$ cat src/rtl/assert_macros.svh
// Assertion macros used by the top level of the blink envelope generator.
`ifndef ASSERT_MACROS_SVH
`define ASSERT_MACROS_SVH

// The consequent must hold in the same cycle as the antecedent.
`define ASSERT_IMPLY(label, clk, rst_n, ante, cons) \
	label: assert property (@(posedge clk) disable iff (!(rst_n)) (ante) |-> (cons)) \
		else $error("implication check failed");

// The consequent must hold in the cycle after the antecedent.
`define ASSERT_NEXT(label, clk, rst_n, ante, cons) \
	label: assert property (@(posedge clk) disable iff (!(rst_n)) (ante) |=> (cons)) \
		else $error("next-cycle check failed");

`endif

$ cat src/rtl/beg_pkg.sv
// Package of the blink envelope generator: types, constants and the microcode table.
`default_nettype none

package beg_pkg;

	// Field widths.
	localparam int unsigned LID_W   = 16;
	localparam int unsigned TICK_W  = 16;
	localparam int unsigned IVL_W   = 24;
	localparam int unsigned TIMER_W = 26;
	localparam int unsigned PHASE_W = 18;
	localparam int unsigned RNG_W   = 32;

	localparam logic [RNG_W-1:0] GOLDEN_SEED = 32'h9E3779B9;
	localparam logic [LID_W-1:0] LID_FULL    = 16'hFFFF;

	// Configuration register indexes.
	typedef logic [2:0] cfg_idx_t;
	localparam cfg_idx_t CFG_ENABLE = 3'd0;
	localparam cfg_idx_t CFG_SEED   = 3'd1;
	localparam cfg_idx_t CFG_MIN    = 3'd2;
	localparam cfg_idx_t CFG_SPAN   = 3'd3;
	localparam cfg_idx_t CFG_CLOSE  = 3'd4;
	localparam cfg_idx_t CFG_HOLD   = 3'd5;
	localparam cfg_idx_t CFG_OPEN   = 3'd6;

	// Register values after reset.
	localparam logic [IVL_W-1:0]  RST_MIN   = 24'd2000;
	localparam logic [IVL_W-1:0]  RST_SPAN  = 24'd4000;
	localparam logic [TICK_W-1:0] RST_CLOSE = 16'd80;
	localparam logic [TICK_W-1:0] RST_HOLD  = 16'd40;
	localparam logic [TICK_W-1:0] RST_OPEN  = 16'd120;

	// Divider iteration count: one quotient bit per step.
	typedef logic [3:0] div_cnt_t;
	localparam div_cnt_t DIV_LAST = 4'd15;

	typedef logic [3:0] pc_t;
	typedef logic [3:0] op_t;
	typedef logic [2:0] cond_t;

	// Datapath operations.
	localparam op_t OP_IDLE   = 4'd0;
	localparam op_t OP_NOP    = 4'd1;
	localparam op_t OP_ADV    = 4'd2;
	localparam op_t OP_SETUP  = 4'd3;
	localparam op_t OP_DIV    = 4'd4;
	localparam op_t OP_FIN    = 4'd5;
	localparam op_t OP_OUT    = 4'd6;
	localparam op_t OP_XS     = 4'd7;
	localparam op_t OP_MUL    = 4'd8;
	localparam op_t OP_ADDMIN = 4'd9;

	// Jump conditions.
	localparam cond_t C_NEVER   = 3'd0;
	localparam cond_t C_ALWAYS  = 3'd1;
	localparam cond_t C_END     = 3'd2;
	localparam cond_t C_NOBLINK = 3'd3;
	localparam cond_t C_HOLD    = 3'd4;
	localparam cond_t C_DIVMORE = 3'd5;
	localparam cond_t C_OUTBUSY = 3'd6;
	localparam cond_t C_ITEM    = 3'd7;

	// Program addresses.
	localparam pc_t ADDR_IDLE  = 4'd0;
	localparam pc_t ADDR_ADV   = 4'd1;
	localparam pc_t ADDR_ENDCK = 4'd2;
	localparam pc_t ADDR_BLKCK = 4'd3;
	localparam pc_t ADDR_SETUP = 4'd4;
	localparam pc_t ADDR_DIV   = 4'd5;
	localparam pc_t ADDR_FIN   = 4'd6;
	localparam pc_t ADDR_OUT   = 4'd7;
	localparam pc_t ADDR_RET   = 4'd8;
	localparam pc_t ADDR_XS    = 4'd9;
	localparam pc_t ADDR_MUL   = 4'd10;
	localparam pc_t ADDR_ADD   = 4'd11;
	localparam pc_t ADDR_DRET  = 4'd12;

	// One control word: the operation, a jump condition and its target.
	typedef struct packed {
		op_t   op;
		cond_t cond;
		pc_t   target;
	} ucode_t;

	// Configuration registers seen by the datapath.
	typedef struct packed {
		logic              enable;
		logic [IVL_W-1:0]  min_ivl;
		logic [IVL_W-1:0]  span;
		logic [TICK_W-1:0] close_t;
		logic [TICK_W-1:0] hold_t;
		logic [TICK_W-1:0] open_t;
	} cfg_t;

	// Sequencer to datapath controls.
	typedef struct packed {
		op_t              op;
		logic             out_load;
		logic             in_load;
		logic             seed_load;
		logic             abort;
		logic [RNG_W-1:0] seed;
	} ctrl_t;

	// Datapath to sequencer status.
	typedef struct packed {
		logic in_blink;
		logic end_blink;
		logic hold;
		logic div_more;
	} stat_t;

	// Microprogram. A taken jump goes to the target, otherwise to the next word.
	function automatic ucode_t ucode_rom(input pc_t addr);
		ucode_t w;
		case (addr)
			ADDR_IDLE:  w = '{op: OP_IDLE,   cond: C_NEVER,   target: ADDR_IDLE};
			ADDR_ADV:   w = '{op: OP_ADV,    cond: C_NEVER,   target: ADDR_IDLE};
			ADDR_ENDCK: w = '{op: OP_NOP,    cond: C_END,     target: ADDR_XS};
			ADDR_BLKCK: w = '{op: OP_NOP,    cond: C_NOBLINK, target: ADDR_OUT};
			ADDR_SETUP: w = '{op: OP_SETUP,  cond: C_HOLD,    target: ADDR_OUT};
			ADDR_DIV:   w = '{op: OP_DIV,    cond: C_DIVMORE, target: ADDR_DIV};
			ADDR_FIN:   w = '{op: OP_FIN,    cond: C_NEVER,   target: ADDR_IDLE};
			ADDR_OUT:   w = '{op: OP_OUT,    cond: C_OUTBUSY, target: ADDR_OUT};
			ADDR_RET:   w = '{op: OP_NOP,    cond: C_ALWAYS,  target: ADDR_IDLE};
			ADDR_XS:    w = '{op: OP_XS,     cond: C_NEVER,   target: ADDR_IDLE};
			ADDR_MUL:   w = '{op: OP_MUL,    cond: C_NEVER,   target: ADDR_IDLE};
			ADDR_ADD:   w = '{op: OP_ADDMIN, cond: C_ITEM,    target: ADDR_OUT};
			ADDR_DRET:  w = '{op: OP_NOP,    cond: C_ALWAYS,  target: ADDR_IDLE};
			default:    w = '{op: OP_NOP,    cond: C_ALWAYS,  target: ADDR_IDLE};
		endcase
		return w;
	endfunction

endpackage

`default_nettype wire

$ cat src/rtl/beg_datapath.sv
// Datapath of the blink envelope generator: generator, timers, serial divider, lid merge.
`default_nettype none

module beg_datapath (
	input  wire logic                          clk,
	input  wire logic                          arst_n,
	input  wire beg_pkg::ctrl_t                ctrl,
	input  wire beg_pkg::cfg_t                 cfg,
	input  wire logic [beg_pkg::TICK_W-1:0]    delta_ticks,
	input  wire logic [beg_pkg::LID_W-1:0]     left_lid_in,
	input  wire logic [beg_pkg::LID_W-1:0]     right_lid_in,
	input  wire logic                          left_clip_driven,
	input  wire logic                          right_clip_driven,
	output beg_pkg::stat_t                     stat,
	output logic [beg_pkg::LID_W-1:0]          left_lid_out,
	output logic [beg_pkg::LID_W-1:0]          right_lid_out,
	output logic [beg_pkg::LID_W-1:0]          closure,
	output logic                               blinking,
	output logic                               made_active
);

	// Latched input word.
	logic [beg_pkg::TICK_W-1:0] delta_q;
	logic [beg_pkg::LID_W-1:0]  left_q;
	logic [beg_pkg::LID_W-1:0]  right_q;
	logic                       ldrv_q;
	logic                       rdrv_q;

	// Envelope state.
	logic [beg_pkg::RNG_W-1:0]   rng_q;
	logic [47:0]                 prod_q;
	logic [beg_pkg::TIMER_W-1:0] idle_q;
	logic [beg_pkg::PHASE_W-1:0] phase_q;
	logic                        in_blink_q;
	logic                        end_q;

	// Divider and closure.
	logic [beg_pkg::LID_W-1:0] rem_q;
	logic [beg_pkg::LID_W-1:0] quot_q;
	logic                      open_q;
	beg_pkg::div_cnt_t         cnt_q;
	logic [beg_pkg::LID_W-1:0] closure_q;

	// Result word.
	logic [beg_pkg::LID_W-1:0] lout_q;
	logic [beg_pkg::LID_W-1:0] rout_q;
	logic [beg_pkg::LID_W-1:0] cout_q;
	logic                      blink_out_q;
	logic                      active_q;

	logic [beg_pkg::PHASE_W-1:0] total;
	logic [beg_pkg::PHASE_W-1:0] close_hold;
	logic [beg_pkg::PHASE_W-1:0] phase_sum;
	logic [beg_pkg::PHASE_W-1:0] open_x;
	logic                        in_close;
	logic [beg_pkg::TIMER_W-1:0] delta_ext;
	logic [beg_pkg::RNG_W-1:0]   xs1;
	logic [beg_pkg::RNG_W-1:0]   xs2;
	logic [beg_pkg::RNG_W-1:0]   xs3;
	logic [47:0]                 prod_c;
	logic [beg_pkg::LID_W-1:0]   divisor;
	logic [beg_pkg::LID_W:0]     shifted;
	logic [beg_pkg::LID_W:0]     diff;
	logic                        ge;
	logic [beg_pkg::LID_W-1:0]   neg_q;

	// Ramp boundaries and phase advance.
	assign total      = {2'b00, cfg.close_t} + {2'b00, cfg.hold_t} + {2'b00, cfg.open_t};
	assign close_hold = {2'b00, cfg.close_t} + {2'b00, cfg.hold_t};
	assign phase_sum  = phase_q + {2'b00, delta_q};
	assign open_x     = phase_q - close_hold;
	assign in_close   = phase_q < {2'b00, cfg.close_t};
	assign delta_ext  = {{(beg_pkg::TIMER_W-beg_pkg::TICK_W){1'b0}}, delta_q};

	// One xorshift draw with shifts 13, 17 and 5.
	assign xs1 = rng_q ^ (rng_q << 13);
	assign xs2 = xs1 ^ (xs1 >> 17);
	assign xs3 = xs2 ^ (xs2 << 5);

	// Interval scaling product of the low 24 generator bits and the span.
	assign prod_c = {24'd0, rng_q[23:0]} * {24'd0, cfg.span};

	// One restoring division step.
	assign divisor = open_q ? cfg.open_t : cfg.close_t;
	assign shifted = {rem_q, 1'b0};
	assign diff    = shifted - {1'b0, divisor};
	assign ge      = shifted >= {1'b0, divisor};
	assign neg_q   = ~quot_q + 16'd1;

	// Status for the sequencer's jumps.
	assign stat.in_blink  = in_blink_q;
	assign stat.end_blink = end_q;
	assign stat.hold      = !in_close && (phase_q < close_hold);
	assign stat.div_more  = cnt_q != beg_pkg::DIV_LAST;

	// Input word latch.
	always_ff @(posedge clk) begin
		if (ctrl.in_load) begin
			delta_q <= delta_ticks;
			left_q  <= left_lid_in;
			right_q <= right_lid_in;
			ldrv_q  <= left_clip_driven;
			rdrv_q  <= right_clip_driven;
		end
	end

	// Generator word, timers and blink state.
	always_ff @(posedge clk or negedge arst_n) begin
		if (!arst_n) begin
			rng_q      <= beg_pkg::GOLDEN_SEED;
			phase_q    <= '0;
			in_blink_q <= 1'b0;
			end_q      <= 1'b0;
		end else begin
			if (ctrl.seed_load) begin
				rng_q <= (ctrl.seed == '0) ? beg_pkg::GOLDEN_SEED : ctrl.seed;
			end
			if (ctrl.abort) begin
				in_blink_q <= 1'b0;
				phase_q    <= '0;
			end
			case (ctrl.op)
				beg_pkg::OP_ADV: begin
					if (cfg.enable) begin
						if (in_blink_q) begin
							if (phase_sum >= total) begin
								in_blink_q <= 1'b0;
								phase_q    <= '0;
								end_q      <= 1'b1;
							end else begin
								phase_q <= phase_sum;
							end
						end else if (delta_ext >= idle_q) begin
							in_blink_q <= 1'b1;
							phase_q    <= '0;
						end
					end
				end
				beg_pkg::OP_XS: begin
					rng_q <= xs3;
				end
				beg_pkg::OP_ADDMIN: begin
					end_q <= 1'b0;
				end
				default: begin
				end
			endcase
		end
	end

	// Idle timer, product, divider and closure registers.
	always_ff @(posedge clk) begin
		case (ctrl.op)
			beg_pkg::OP_ADV: begin
				closure_q <= '0;
				if (cfg.enable && !in_blink_q) begin
					if (delta_ext >= idle_q) begin
						idle_q <= '0;
					end else begin
						idle_q <= idle_q - delta_ext;
					end
				end
			end
			beg_pkg::OP_MUL: begin
				prod_q <= prod_c;
			end
			beg_pkg::OP_ADDMIN: begin
				idle_q <= {2'b00, cfg.min_ivl} + {2'b00, prod_q[47:24]};
			end
			beg_pkg::OP_SETUP: begin
				cnt_q  <= '0;
				quot_q <= '0;
				if (in_close) begin
					rem_q  <= phase_q[beg_pkg::LID_W-1:0];
					open_q <= 1'b0;
				end else begin
					rem_q  <= open_x[beg_pkg::LID_W-1:0];
					open_q <= 1'b1;
				end
				if (stat.hold) begin
					closure_q <= beg_pkg::LID_FULL;
				end
			end
			beg_pkg::OP_DIV: begin
				rem_q  <= ge ? diff[beg_pkg::LID_W-1:0] : shifted[beg_pkg::LID_W-1:0];
				quot_q <= {quot_q[beg_pkg::LID_W-2:0], ge};
				cnt_q  <= cnt_q + 4'd1;
			end
			beg_pkg::OP_FIN: begin
				// The reopening ramp is one minus the quotient, clamped at full closure.
				if (open_q) begin
					closure_q <= (quot_q == '0) ? beg_pkg::LID_FULL : neg_q;
				end else begin
					closure_q <= quot_q;
				end
			end
			default: begin
			end
		endcase
	end

	// Result word: each lid not driven by a clip takes the larger weight.
	always_ff @(posedge clk) begin
		if (ctrl.out_load) begin
			lout_q      <= (ldrv_q || (left_q >= closure_q)) ? left_q : closure_q;
			rout_q      <= (rdrv_q || (right_q >= closure_q)) ? right_q : closure_q;
			cout_q      <= closure_q;
			blink_out_q <= in_blink_q;
			active_q    <= closure_q != '0;
		end
	end

	assign left_lid_out  = lout_q;
	assign right_lid_out = rout_q;
	assign closure       = cout_q;
	assign blinking      = blink_out_q;
	assign made_active   = active_q;

endmodule

`default_nettype wire

$ cat src/rtl/blink_envelope_generator.sv
// Top level of the blink envelope generator: microcode sequencer, handshakes, registers.
//
// Input channel (in_valid, in_stall): one word per animation step with delta_ticks, both
// lid weights and both clip-driven flags. Output channel (out_valid, out_stall): one
// result word per input word, in order. Configuration channel (cfg_valid, cfg_ready,
// cfg_index, cfg_data) writes register cfg_index; indexes past the list are ignored.
// A step runs a microprogram from a read-only table: advance, end check, ramp setup,
// a 16-step serial divider for the ramp and the output load. With no blink running the
// result is loaded after the end and blink checks; during the hold after the ramp setup
// too; on a ramp after the divider loop and its finish word as well; and when a blink ends
// after a new idle interval is drawn (xorshift, 24x24 multiply, add). A return word then
// brings the sequencer back to its idle word. One word is in flight at a time; the next
// is taken once the sequencer is back at its idle word, even while the previous result
// still waits. At reset the registers take their defaults and the sequencer draws the
// first idle interval before taking words. A seed write redraws the interval likewise.
// While the receiver stalls, the result holds and a finished step waits at its
// output load; input is stalled while a step runs or a configuration write is offered.
`default_nettype none
`include "assert_macros.svh"

module blink_envelope_generator (
	input  wire logic                          clk,
	input  wire logic                          arst_n,
	input  wire logic                          in_valid,
	output logic                               in_stall,
	input  wire logic [beg_pkg::TICK_W-1:0]    delta_ticks,
	input  wire logic [beg_pkg::LID_W-1:0]     left_lid_in,
	input  wire logic [beg_pkg::LID_W-1:0]     right_lid_in,
	input  wire logic                          left_clip_driven,
	input  wire logic                          right_clip_driven,
	output logic                               out_valid,
	input  wire logic                          out_stall,
	output logic [beg_pkg::LID_W-1:0]          left_lid_out,
	output logic [beg_pkg::LID_W-1:0]          right_lid_out,
	output logic [beg_pkg::LID_W-1:0]          closure,
	output logic                               blinking,
	output logic                               made_active,
	input  wire logic                          cfg_valid,
	output logic                               cfg_ready,
	input  wire beg_pkg::cfg_idx_t             cfg_index,
	input  wire logic [beg_pkg::RNG_W-1:0]     cfg_data
);

	beg_pkg::pc_t    pc_q;
	beg_pkg::pc_t    pc_next;
	beg_pkg::ucode_t word;
	beg_pkg::cfg_t   cfg_q;
	beg_pkg::ctrl_t  ctrl;
	beg_pkg::stat_t  stat;
	logic            item_q;
	logic            out_valid_q;
	logic            out_free;
	logic            in_acc;
	logic            cfg_wr;
	logic            seed_wr;
	logic            jump;

	// Handshakes.
	assign cfg_ready = pc_q == beg_pkg::ADDR_IDLE;
	assign cfg_wr    = cfg_valid && cfg_ready;
	assign seed_wr   = cfg_wr && (cfg_index == beg_pkg::CFG_SEED);
	assign in_stall  = (pc_q != beg_pkg::ADDR_IDLE) || cfg_valid;
	assign in_acc    = in_valid && !in_stall;
	assign out_free  = !out_valid_q || !out_stall;
	assign out_valid = out_valid_q;

	// Current control word.
	assign word = beg_pkg::ucode_rom(pc_q);

	// Jump condition of the current word.
	always_comb begin
		case (word.cond)
			beg_pkg::C_NEVER:   jump = 1'b0;
			beg_pkg::C_ALWAYS:  jump = 1'b1;
			beg_pkg::C_END:     jump = stat.end_blink;
			beg_pkg::C_NOBLINK: jump = !stat.in_blink;
			beg_pkg::C_HOLD:    jump = stat.hold;
			beg_pkg::C_DIVMORE: jump = stat.div_more;
			beg_pkg::C_OUTBUSY: jump = !out_free;
			beg_pkg::C_ITEM:    jump = item_q;
			default:            jump = 1'b0;
		endcase
	end

	// Next step: the idle word dispatches, other words jump or fall through.
	always_comb begin
		if (word.op == beg_pkg::OP_IDLE) begin
			if (seed_wr) begin
				pc_next = beg_pkg::ADDR_XS;
			end else if (in_acc) begin
				pc_next = beg_pkg::ADDR_ADV;
			end else begin
				pc_next = pc_q;
			end
		end else if (jump) begin
			pc_next = word.target;
		end else begin
			pc_next = pc_q + 4'd1;
		end
	end

	// Datapath controls.
	always_comb begin
		ctrl.op        = word.op;
		ctrl.out_load  = (word.op == beg_pkg::OP_OUT) && out_free;
		ctrl.in_load   = in_acc;
		ctrl.seed_load = seed_wr;
		ctrl.abort     = cfg_wr && (cfg_index == beg_pkg::CFG_ENABLE) && !cfg_data[0];
		ctrl.seed      = cfg_data;
	end

	// Step counter, item flag and output valid. Reset starts with an interval draw.
	always_ff @(posedge clk or negedge arst_n) begin
		if (!arst_n) begin
			pc_q        <= beg_pkg::ADDR_XS;
			item_q      <= 1'b0;
			out_valid_q <= 1'b0;
		end else begin
			pc_q <= pc_next;
			if (in_acc) begin
				item_q <= 1'b1;
			end else if (ctrl.out_load) begin
				item_q <= 1'b0;
			end
			if (ctrl.out_load) begin
				out_valid_q <= 1'b1;
			end else if (!out_stall) begin
				out_valid_q <= 1'b0;
			end
		end
	end

	// Configuration registers.
	always_ff @(posedge clk or negedge arst_n) begin
		if (!arst_n) begin
			cfg_q.enable  <= 1'b1;
			cfg_q.min_ivl <= beg_pkg::RST_MIN;
			cfg_q.span    <= beg_pkg::RST_SPAN;
			cfg_q.close_t <= beg_pkg::RST_CLOSE;
			cfg_q.hold_t  <= beg_pkg::RST_HOLD;
			cfg_q.open_t  <= beg_pkg::RST_OPEN;
		end else if (cfg_wr) begin
			case (cfg_index)
				beg_pkg::CFG_ENABLE: cfg_q.enable  <= cfg_data[0];
				beg_pkg::CFG_MIN:    cfg_q.min_ivl <= cfg_data[beg_pkg::IVL_W-1:0];
				beg_pkg::CFG_SPAN:   cfg_q.span    <= cfg_data[beg_pkg::IVL_W-1:0];
				beg_pkg::CFG_CLOSE:  cfg_q.close_t <= cfg_data[beg_pkg::TICK_W-1:0];
				beg_pkg::CFG_HOLD:   cfg_q.hold_t  <= cfg_data[beg_pkg::TICK_W-1:0];
				beg_pkg::CFG_OPEN:   cfg_q.open_t  <= cfg_data[beg_pkg::TICK_W-1:0];
				default: begin
				end
			endcase
		end
	end

	beg_datapath u_datapath (
		.clk               (clk),
		.arst_n            (arst_n),
		.ctrl              (ctrl),
		.cfg               (cfg_q),
		.delta_ticks       (delta_ticks),
		.left_lid_in       (left_lid_in),
		.right_lid_in      (right_lid_in),
		.left_clip_driven  (left_clip_driven),
		.right_clip_driven (right_clip_driven),
		.stat              (stat),
		.left_lid_out      (left_lid_out),
		.right_lid_out     (right_lid_out),
		.closure           (closure),
		.blinking          (blinking),
		.made_active       (made_active)
	);

	// An accepted word always starts the step program.
	`ASSERT_NEXT(a_step_entry, clk, arst_n, in_acc, pc_q == beg_pkg::ADDR_ADV)
	// A result only appears from the output load word.
	`ASSERT_IMPLY(a_out_source, clk, arst_n, $rose(out_valid_q), $past(pc_q) == beg_pkg::ADDR_OUT)
	// A running blink requires blinking to be enabled.
	`ASSERT_IMPLY(a_blink_enabled, clk, arst_n, stat.in_blink, cfg_q.enable)

endmodule

`default_nettype wire
$ cat config.mk
export PLATFORM = sky130hd
export DESIGN_NAME = blink_envelope_generator
export DESIGN_NICKNAME = d
export VERILOG_FILES = /design/src/rtl/beg_pkg.sv /design/src/rtl/beg_datapath.sv /design/src/rtl/blink_envelope_generator.sv
export VERILOG_INCLUDE_DIRS = /design/src /design/src/rtl
export SDC_FILE = /design/constraint.sdc
export NUM_CORES = 2
export LEC_CHECK = 0
export BUFFER_PORTS_ARGS = -buffer_cell sky130_fd_sc_hd__buf_2
export CAP_MARGIN = 20
export CORE_ASPECT_RATIO = 0.9
export CORE_MARGIN = 8
export CORE_UTILIZATION = 45
export CTS_CLUSTER_DIAMETER = 30
export DETAILED_ROUTE_END_ITERATION = 12
export HOLD_SLACK_MARGIN = 0.1
export MAX_ROUTING_LAYER = met4
export SETUP_SLACK_MARGIN = 0.02
export SLEW_MARGIN = 20
export SYNTH_ARGS = -nofsm -noshare
export SYNTH_HDL_FRONTEND = slang
export SYNTH_SLANG_ARGS = --single-unit
$ cat constraint.sdc
create_clock -name clk -period 12.7 [get_ports clk]
set_input_delay 2.54 -clock clk [delete_from_list [all_inputs] [get_ports clk]]
set_output_delay 2.54 -clock clk [all_outputs]
set_load 0.05 [all_outputs]
==> metrics.md <==
| Metric | Value |
|---|---|
| Top sig layer | met4 |
| Root Buffer | clkbuf_16 |
| Largest net degree at the start of global routing | 72 |
| Pre-CTS setup slack | 4100 ps |
| Number of synthesized flops with an enable pin | 203 |
| Grt ovf | 0 |
| CTS buffer count | 82 |
| Final period util | 0.675 |
| Top Family by Delay on Critical Path | adder cells |
| Hold path startpoint | cfg_q[25]$_DFFE_PN0P_ |
| Status | finished clean |
| Worst path buffer plus inverter count | 5 |
| Worst min path class | reg -> reg |
| Critical Path End Type | register |
| Met3 WL | 7.59 mm |
| Tmin final | 8570 ps |
| Layout Cells excl Fill | 5386 |
| Cell area after placement | 41900 µm² |
| Die area | 98800 µm² |
| Post-synth top flop | edfxtp_1 |
| Max cap viols | 0 |
| Vias per std cell | 5.39 |
| Overall Global Routing Usage | 0.227 |
| Max stage delay on crit path | 1070 ps |
| Syn_nets | 5002 |
| Mapped Cells | 4061 |
| Starting density of the core | 0.455 |
| Mean Syn Cell Area | 9.86 µm² |
| IO Port Bufs | 142 |
| WL met2 | 48.4 mm |
| Hold Path End | cfg_q[25]$_DFFE_PN0P_ |
| # IOs | 143 |
| Drt total wl | 108 mm |
| Worst Path Arrival | 8920 ps |
| Drt initial violations | 2046 |
| Final Setup Violations | 0 |
| Worst Path Required | 13060 ps |
| DRC Markers | 0 |
| Cells resized by post-CTS repair | 0 |
| Setup repair bufs after CTS | 0 |
| Share of layout cells above drive strength 1 | 0.127 |
| Final cell area excluding filler cells | 45000 µm² |
| Initial antenna violation count | 13 |
| Area grow syn2layout | 12.3% |
| H-tree Lvls | 3 |
| Die Y | 299 µm |
| Unrepaired setup endpoints after global routing | no |
| Post-synth top area share | 0.244 |
| Nets | 5095 |
| Sink Count | 358 |
| Synthesized area | 40000 µm² |
| Fraction of registers with async set/reset | 0.433 |
| Commonest cells in the netlist | inv_1 (680), fa_1 (488), nand2_1 (414) |
| Routed length per instance | 20.0 µm |
| Crit path launch type | register |
| CTS tree | built |
| Clock slew at reported path FFs | 40 ps |
| Fin. Hold Viols | 0 |
| Worst Tran Pin Value | 1050 ps |
| Top-count cell post-synth | inv_1 |
| Max-slew violation count | 0 |
| Routed via count | 29.0k |
| Top cells by area, synth | fa_1 (24%), edfxtp_1 (15%), ha_1 (11%) |
| # rows | 103 |
| Crit Path Category | reg -> reg |
| Reg-to-reg startpoint | u_datapath.rng_q[18]$_DFFE_PN1P_ |
| Synth unique cells | 84 |
| Antenna Nets Post-Route | 0 |
| Reg-to-Reg End | u_datapath.prod_q[44]$_DFFE_PN_ |
| Final Skew | 27.1 ps |
| Max Root-Sink Buffers | 3 |
| Global-route wire length before repair | 172 mm |
| Sequential fraction of the synthesis area | 0.251 |
| Crit path top cell by count | fa_1 |
| Rel. slew slack | 0.299 |
| Fin Setup TNS | 0 ps |
| Worst-path maximum fanout | 29 |
| Placed insts | 5225 |
| F_max | 0.117 GHz |
| CTS hold repair buffers | 0 |
| Worst r2r path cells | 25 |
| DRT Pass-1 Iters | 5 |
| Wire length on met1 | 48.9 mm |
| Crit-path slowest cell | dfstp_2 |
| Die X | 330 µm |
| Worst hold stages | 2 |
| Routability Congestion | 0.877 |
| DP Wirelength | 80.4 mm |
| Core Footprint | 87900 µm² |
| PnR worst setup slack | 4130 ps |
| Worst skew pair latency | 620 ps |
| #FFs+latches synth | 358 |
| Vias in the first global route | 30.2k |
| Total of warnings raised by yosys | 0 |
| Cell taking the most area after synthesis | fa_1 |
| Reg2reg setup slack | 4130 ps |
[worst reg2reg max path: cells and delay by family, from the launching register on]
family / cells / cell delay, ps
buf+inv: 5 / 280
flops: 1 / 1070
compound gates: 8 / 2140
simple gates: 3 / 800
fa+ha+maj: 8 / 3890
xor+xnor: 1 / 140
[metrics by stage]
step | utilization | hold WS [ps]
global placement | 0.477 | 474
floorplan | - | 456
finish | 0.512 | 486
CTS | 0.511 | 490
detailed placement | 0.477 | 481
global route | 0.512 | 519
[layout make-up]
type	count	area, µm²
fillers	8019	42900
multi-input cells	2843	26800
flip-flops and latches	358	10000
inverters	680	2550
clock buffers	93	2210
well taps	1155	1450
repair buffers	189	1070
clock inverters	60	832
diodes	8	20.0
[kinds of logic (layout without fill, tap and decap cells)]
family                     Yosys count  count (layout)  synth area share
other                                0               8                 0
adders and majority gates          851             851             0.358
muxes                              148             148            0.0409
and+or+nand+nor                   1065            1065             0.132
AOI/OAI and AO/OA                  572             572            0.0923
DFF                                358             358             0.251
buffers and inverters              860            1022            0.0813
xor gates and xnor gates           207             207            0.0453
[routing by layer]
layer | global-route usage | up-vias
met5 | - | -
met4 | 0.0589 | 0
met3 | 0.0484 | 190
met2 | 0.349 | 857
met1 | 0.306 | 14500
li1 | - | 13400
[placed cells by master (no fill, tap or decap), types with 124 or more instances in the layout]
master	netlist	final
edfxtp_1	203	203
buf_2	7	141
o21ai_0	125	124
a21oi_1	161	159
xnor2_1	129	129
nor2_1	130	128
and2_1	287	287
nand2_1	414	414
fa_1	488	488
ha_1	363	363
inv_1	680	679
[flip-flops by register name (all words and copies together) (netlist names), 4 cells and up]
signal                    cells
u_datapath.right_lid_out     16
cfg_q                        97
u_datapath.idle_q            26
u_datapath.rem_q             16
u_datapath.rng_q             32
u_datapath.closure           16
pc_q                          4
u_datapath.cnt_q              4
u_datapath.phase_q           18
u_datapath.left_q            16
u_datapath.quot_q            16
u_datapath.left_lid_out      16
u_datapath.right_q           16
u_datapath.delta_q           16
u_datapath.closure_q         16
u_datapath.prod_q            24
[how the worst max path moves through the flow]
| stage | from | end | slack [ps] | cells past startpoint |
|---|---|---|---|---|
| after CTS | u_datapath.rng_q[18]$_DFFE_PN1P_ | u_datapath.prod_q[44]$_DFFE_PN_ | 4060 | 25 |
| after floorplan | u_datapath.rng_q[13]$_DFFE_PN1P_ | u_datapath.prod_q[44]$_DFFE_PN_ | 5240 | 29 |
| after global routing | u_datapath.rng_q[18]$_DFFE_PN1P_ | u_datapath.prod_q[44]$_DFFE_PN_ | 3760 | 25 |
| after detailed placement | u_datapath.rng_q[18]$_DFFE_PN1P_ | u_datapath.prod_q[44]$_DFFE_PN_ | 4100 | 25 |
| after global placement | u_datapath.rng_q[16]$_DFFE_PN1P_ | u_datapath.prod_q[44]$_DFFE_PN_ | 3990 | 26 |
| final | u_datapath.rng_q[18]$_DFFE_PN1P_ | u_datapath.prod_q[44]$_DFFE_PN_ | 4130 | 25 |
Power is not shown: default switching activity piles up to over one toggle a cycle in this logic, so the estimate is an artifact.
